--- src/assert_macros.svh ---
// Concurrent assertion helpers, clocked on i_clk, off while i_rst_n is low.
`ifndef ASSERT_MACROS_SVH
`define ASSERT_MACROS_SVH

// Same-cycle implication.
`define AST_IMPLIES(name, pre, post) \
    name: assert property (@(posedge i_clk) disable iff (!i_rst_n) (pre) |-> (post)) \
        else $error("assertion failed: implication");

// Next-cycle implication.
`define AST_NEXT(name, pre, post) \
    name: assert property (@(posedge i_clk) disable iff (!i_rst_n) (pre) |=> (post)) \
        else $error("assertion failed: next-cycle implication");

// Condition never holds.
`define AST_NEVER(name, cond) \
    name: assert property (@(posedge i_clk) disable iff (!i_rst_n) !(cond)) \
        else $error("assertion failed: forbidden condition");

`endif

--- src/ptw_pkg.sv ---
package ptw_pkg;

    localparam int TABLE_PAGES    = 64;
    localparam int WORDS_PER_PAGE = 512;
    localparam int STORE_WORDS    = TABLE_PAGES * WORDS_PER_PAGE;
    localparam int ADDR_W         = $clog2(STORE_WORDS);
    localparam int PPN_W          = 44;
    localparam int PTE_W          = 64;
    localparam int CFG_IDX_W      = 1;

    localparam logic [CFG_IDX_W-1:0] CFG_ROOT_PPN = 1'b0;
    localparam logic [CFG_IDX_W-1:0] CFG_BASE_PPN = 1'b1;

    localparam logic FUNC_WRITE     = 1'b0;
    localparam logic FUNC_TRANSLATE = 1'b1;

    localparam logic [2:0] ST_OK       = 3'd0;
    localparam logic [2:0] ST_ADDR_HI  = 3'd1;
    localparam logic [2:0] ST_INVALID  = 3'd2;
    localparam logic [2:0] ST_NOT_USER = 3'd3;
    localparam logic [2:0] ST_WINDOW   = 3'd4;

    localparam logic [1:0] LVL_TOP = 2'd2;
    localparam logic [1:0] LVL_MID = 2'd1;
    localparam logic [1:0] LVL_BOT = 2'd0;

    typedef struct packed {
        logic        func;
        logic [14:0] entry_index;
        logic [63:0] entry_data;
        logic [63:0] virt_addr;
    } t_in_item;

    typedef struct packed {
        logic [2:0]  status;
        logic [55:0] phys_addr;
        logic [1:0]  leaf_level;
        logic [9:0]  leaf_flags;
    } t_out_item;

    typedef enum logic [1:0] {
        PTW_CLEAR,
        PTW_IDLE,
        PTW_START,
        PTW_WAIT
    } t_ptw_state;

    typedef struct packed {
        logic load_item;
        logic clr_step;
        logic issue;
        logic emit;
        logic in_walk;
    } t_ptw_cmd;

    typedef struct packed {
        logic done;
        logic out_free;
        logic clr_last;
    } t_ptw_status;

endpackage

--- src/ptw_ctrl.sv ---
module ptw_ctrl (
    input  logic                  i_clk,
    input  logic                  i_rst_n,
    input  logic                  i_in_valid,
    output logic                  o_in_stall,
    input  ptw_pkg::t_ptw_status  i_status,
    output ptw_pkg::t_ptw_cmd     o_cmd,
    output ptw_pkg::t_ptw_state   o_state
);
    import ptw_pkg::*;

    t_ptw_state r_state;
    t_ptw_state n_state;

    always_ff @(posedge i_clk) begin
        if (!i_rst_n) begin
            r_state <= PTW_CLEAR;
        end else begin
            r_state <= n_state;
        end
    end

    always_comb begin
        n_state    = r_state;
        o_cmd      = '0;
        o_in_stall = 1'b1;
        case (r_state)
            PTW_CLEAR: begin
                o_cmd.clr_step = 1'b1;
                if (i_status.clr_last) begin
                    n_state = PTW_IDLE;
                end
            end
            PTW_IDLE: begin
                o_in_stall = 1'b0;
                if (i_in_valid) begin
                    o_cmd.load_item = 1'b1;
                    n_state         = PTW_START;
                end
            end
            PTW_START, PTW_WAIT: begin
                o_cmd.in_walk = (r_state == PTW_WAIT);
                if (i_status.done) begin
                    // hold here (store read data held) until the output slot frees
                    if (i_status.out_free) begin
                        o_cmd.emit = 1'b1;
                        n_state    = PTW_IDLE;
                    end
                end else begin
                    o_cmd.issue = 1'b1;
                    n_state     = PTW_WAIT;
                end
            end
            default: begin
                n_state = PTW_CLEAR;
            end
        endcase
    end

    assign o_state = r_state;

endmodule

--- config.mk ---
export PLATFORM = sky130hd
export DESIGN_NAME = ptw_ctrl
export DESIGN_NICKNAME = d
export VERILOG_FILES = /design/src/assert_macros.svh /design/src/ptw_pkg.sv /design/src/ptw_ctrl.sv
export SDC_FILE = /design/constraint.sdc
export NUM_CORES = 1
export LEC_CHECK = 0
export ABC_AREA = 1
export BUFFER_PORTS_ARGS = -buffer_cell sky130_fd_sc_hd__clkbuf_2
export CAP_MARGIN = 20
export CORE_AREA = 2 2 39 41
export CTS_CLUSTER_SIZE = 30
export DETAILED_ROUTE_END_ITERATION = 10
export DIE_AREA = 0 0 41 43
export GPL_TIMING_DRIVEN = 1
export HOLD_SLACK_MARGIN = 0.12
export PLACE_DENSITY = 0.41
export SLEW_MARGIN = 20
export SYNTH_ARGS = -nofsm -noshare
export SYNTH_HDL_FRONTEND = slang
export SYNTH_SLANG_ARGS = --single-unit
--- constraint.sdc ---
create_clock -name i_clk -period 2.05 [get_ports i_clk]
set_input_delay 0.3075 -clock i_clk [delete_from_list [all_inputs] [get_ports i_clk]]
set_output_delay 0.3075 -clock i_clk [all_outputs]
set_load 0.1 [all_outputs]
# Word-level counts from Yosys, hierarchy flattened
# Cells that the tools add are included.
dict set report word_totals {
  latch_bits 0
  romBits 0
  memories 0
  word_cells 23
  mem_bits_rw 0
  input_bits 6
  output_inout_bits 8
  regBits 2
}
dict set report classes {
  div 0
  mux 13
  eq_ne 6
  shift 0
  order_cmp 0
  n_mul 0
  n_reduce_logical 3
  bitwise 0
  add_sub_neg 0
}
# operator n
set ops {}
lappend ops {{2-bit two-way mux} 4}
lappend ops {{1-bit two-way mux} 7}
lappend ops {{2-bit one-hot mux with 3 select lines} 1}
lappend ops {{2-bit == test (second input constant)} 2}
lappend ops {{2-bit inequality test (second input constant)} 2}
lappend ops {{3-bit two-way mux} 1}
lappend ops {{3-bit inequality test (second input constant)} 1}
lappend ops {{3-bit AND reduction} 1}
lappend ops {{2-bit by 1-bit == test with 1-bit output (second input constant)} 1}
lappend ops {{2-bit logical NOT} 1}
lappend ops {{2-bit OR reduction} 1}

# Logic depth before layout (Yosys ltp)
dict set report logic_depth {
  depth_word 4
  depth_mapped 6
  mapped_depth_nobuf 6
}

# Worst setup path after synthesis
# Ideal clock, no wire load.
dict set report synth_path {
  path_kind {reg2out}
  startpoint {register r_state[0], in the netlist o_state[0]}
  endpoint {output port o_cmd[4] in the netlist's numbering}
  t_arrival_ns 3.406
  stages_incl_launch_ff 3
  required_time_ns 1.742
  path_slack_ns -1.663
  n_path_buf 0
  cell_sequence {dfxtp_1 -> nand2_1 -> nor2_1}
}
# item line_no
set synth_lines {}
lappend synth_lines {{start: declaration} ptw_ctrl.sv:12} ;# t_ptw_state r_state;
lappend synth_lines {{start signal: assignment} ptw_ctrl.sv:19} ;# r_state <= n_state;
lappend synth_lines {{end: declaration} ptw_ctrl.sv:7} ;# output ptw_pkg::t_ptw_cmd o_cmd,

==> out/qor.txt <==
========================================================================================================
Data required, critical path ..............................................................      1.74 ns
Setup skew after layout ...................................................................   0.00146 ns
Normalized max-slew margin ................................................................        0.641
Iteration-0 DRC Markers ...................................................................            4
Port Buffers ..............................................................................           13
Final period util .........................................................................        0.779
Reg2reg path depth ........................................................................            5
RSZ-0062 raised after global routing ......................................................           no
Global-route wire length before repair ....................................................       655 um
Total Neg Setup Slack .....................................................................         0 ns
Routed wl met3 ............................................................................        47 um
Quantity of gates resized following cts ...................................................            0
Worst hold path stage count ...............................................................            3
Worst setup EP type .......................................................................   output pin
FILL cells ................................................................................          166
Max Fclk ..................................................................................      627 MHz
First-pass iteration count of the detailed router .........................................            4
Maximum number of pins on one net before global-route repair ..............................            7
Fraction of final layout cells sized beyond drive strength 1 ..............................        0.571
Post-detailed-route wirelength per cell ...................................................      7.17 um
Sequential fraction of the synthesis area .................................................        0.286
Highest metal layer with signal wires .....................................................         met3
Startpoint types ..........................................................................         flop
# nets final ..............................................................................           50
Cell-by-cell listing of the critical path ................................................. inv_2 > nand2_2 > nor2_4 > clkbuf_2
Result of the run ......................................................................... finished, final reports clean
Global router's overall resource usage ....................................................       0.0631
Antenna diode count .......................................................................            0
Final hold viol count .....................................................................            0
Flip-flop count of the largest register, all copies and words added .......................            2
TritonCTS clock tree ......................................................................        built
Final routed wirelength across all metal layers ...........................................       416 um
Slowest stage cell on the critical path ................................................... sky130_fd_sc_hd__clkbuf_2
Post-CTS Setup Repair Bufs ................................................................            0
Net count after synthesis .................................................................           32
Post-detail-place hpwl ....................................................................       352 um
Max-cap violation count ...................................................................            0
Residual overflow from global routing .....................................................            0
Actual transition at the worst max-transition pin .........................................     0.541 ns
Met1 wire length ..........................................................................       158 um
Reg-to-reg setup timing slack .............................................................      1.09 ns
Number of sinks handled by clock tree synthesis ...........................................            2
Die Width .................................................................................        41 um
Per-instance average area after synthesis .................................................   5.39 sq um
Clock Latency Late Sink ...................................................................      0.22 ns
Final max-slew violation count ............................................................            0
Met2 Wirelength ...........................................................................       210 um
Flops & latches, synth ....................................................................            2
Final routed DRC violation total ..........................................................            0
Number of warnings printed during yosys synthesis .........................................            0
Worst min path class ......................................................................       in2reg
WS Path Type ..............................................................................      reg2out
Highest-count cells in the layout ignoring fill and taps .................................. sky130_fd_sc_hd__clkbuf_2 (13), sky130_fd_sc_hd__nand2_1 (7), sky130_fd_sc_hd__inv_1 (4)
Maximum cell stage delay along the critical path ..........................................      0.45 ns
Clock H-tree levels .......................................................................            1
Number of antenna violations at the first check in global routing .........................            0
Count of vias placed by the detailed router ...............................................          214
Data arrival time of the critical path ....................................................      1.29 ns
Per-cell via count in the routed design ...................................................         3.69
Hold-fix buffer count after cts ...........................................................            0
Standard-cell row count ...................................................................           14
Clock root cell ........................................................................... sky130_fd_sc_hd__clkbuf_4
Number of setup violations in the final report ............................................            0
Die span in y .............................................................................        43 um
Via count of the first global-routing pass ................................................          184
Crit-path max FO ..........................................................................            6
Syn Std Cell Area .........................................................................    140 sq um
Leading cell type in the layout, fill and taps excluded ................................... sky130_fd_sc_hd__clkbuf_2
Maximum count of clock buffers along a single path ........................................            2
Number of distinct library cell variants in the gate-level netlist after synthesis ........            8
Synth Instances ...........................................................................           26
Num CTS Buffers ...........................................................................            3
Initial core utilization ..................................................................        0.101
Post-CTS clock slew at the launch and capture registers of the worst setup and hold paths .      0.03 ns
IO Count ..................................................................................           14
Total core area ........................................................................... 0.00138 sq mm
Minimum clock period ......................................................................      1.60 ns
Layout-stage area growth over the synthesis result ........................................        98.2%
Placer congestion estimate ................................................................        0.611
Floorplan die area ........................................................................ 0.00176 sq mm
Remaining antenna violation count .........................................................            0
========================================================================================================
routing by layer:
layer | track usage | up-vias
li1 | - | 112
met1 | 0.0510 | 94
met2 | 0.0813 | 8
met3 | 0.0628 | 0
met4 | 0.0600 | 0
met5 | 0 | -
critical path, delay by kind of cell, from the launching register on:
family	cells	cell delay, ns
AND/OR/NAND/NOR	2	0.16
buffers and inverters	2	0.56
flip-flops	1	0.35
final cells by class:
type / count / area (sq um) / area share
inverters: 5 / 18.8 / 0.0676
clock buffers: 3 / 22.5 / 0.0811
multi-input cells: 19 / 109 / 0.392
repair buffers: 13 / 65.1 / 0.234
well taps: 16 / 20.0 / 0.0721
flip-flops and latches: 2 / 42.5 / 0.153
path summary, 6_finish.rpt:
path	startpoint	to
worst max-delay path	o_state[1]	o_cmd[4]
worst min-delay path	i_rst_n	o_state[1]
worst max register to register	o_state[1]	o_state[1]
worst min register to register	o_state[0]	o_state[0]
synth_stat cells:
master                     count  area, sq um
sky130_fd_sc_hd__nand2_1       8         30.0
sky130_fd_sc_hd__nor2_1        6         22.5
sky130_fd_sc_hd__inv_1         4         15.0
sky130_fd_sc_hd__nand3_1       3         15.0
sky130_fd_sc_hd__dfxtp_1       2         40.0
sky130_fd_sc_hd__a21boi_1      1         7.51
sky130_fd_sc_hd__inv_2         1         3.75
sky130_fd_sc_hd__nand4_1       1         6.26
kinds of logic (layout without fill, tap and decap cells):
kind of cell,after synthesis,count (layout),share of synthesized area
and+or+nand+nor,18,18,0.527
buffers and inverters,5,21,0.134
DFF,2,2,0.286
AOI/OAI and AO/OA,1,1,0.0536
stage by stage:
step	util	setup WS, ns	area [sq um]	std cells	hold WS (ns)
2_1_floorplan	-	-0.106	170	26	0.426
4_1_cts	0.201	0.432	278	58	0.298
6_report	0.201	0.454	278	58	0.310
3_3_place_gp	0.184	0.691	255	55	0.532
5_1_grt	0.201	0.398	278	58	0.314
3_5_place_dp	0.184	0.676	255	55	0.526
Power is left out: the tool's default activity adds up to more than one toggle a clock period on the data nets, which glitch-free logic cannot reach.
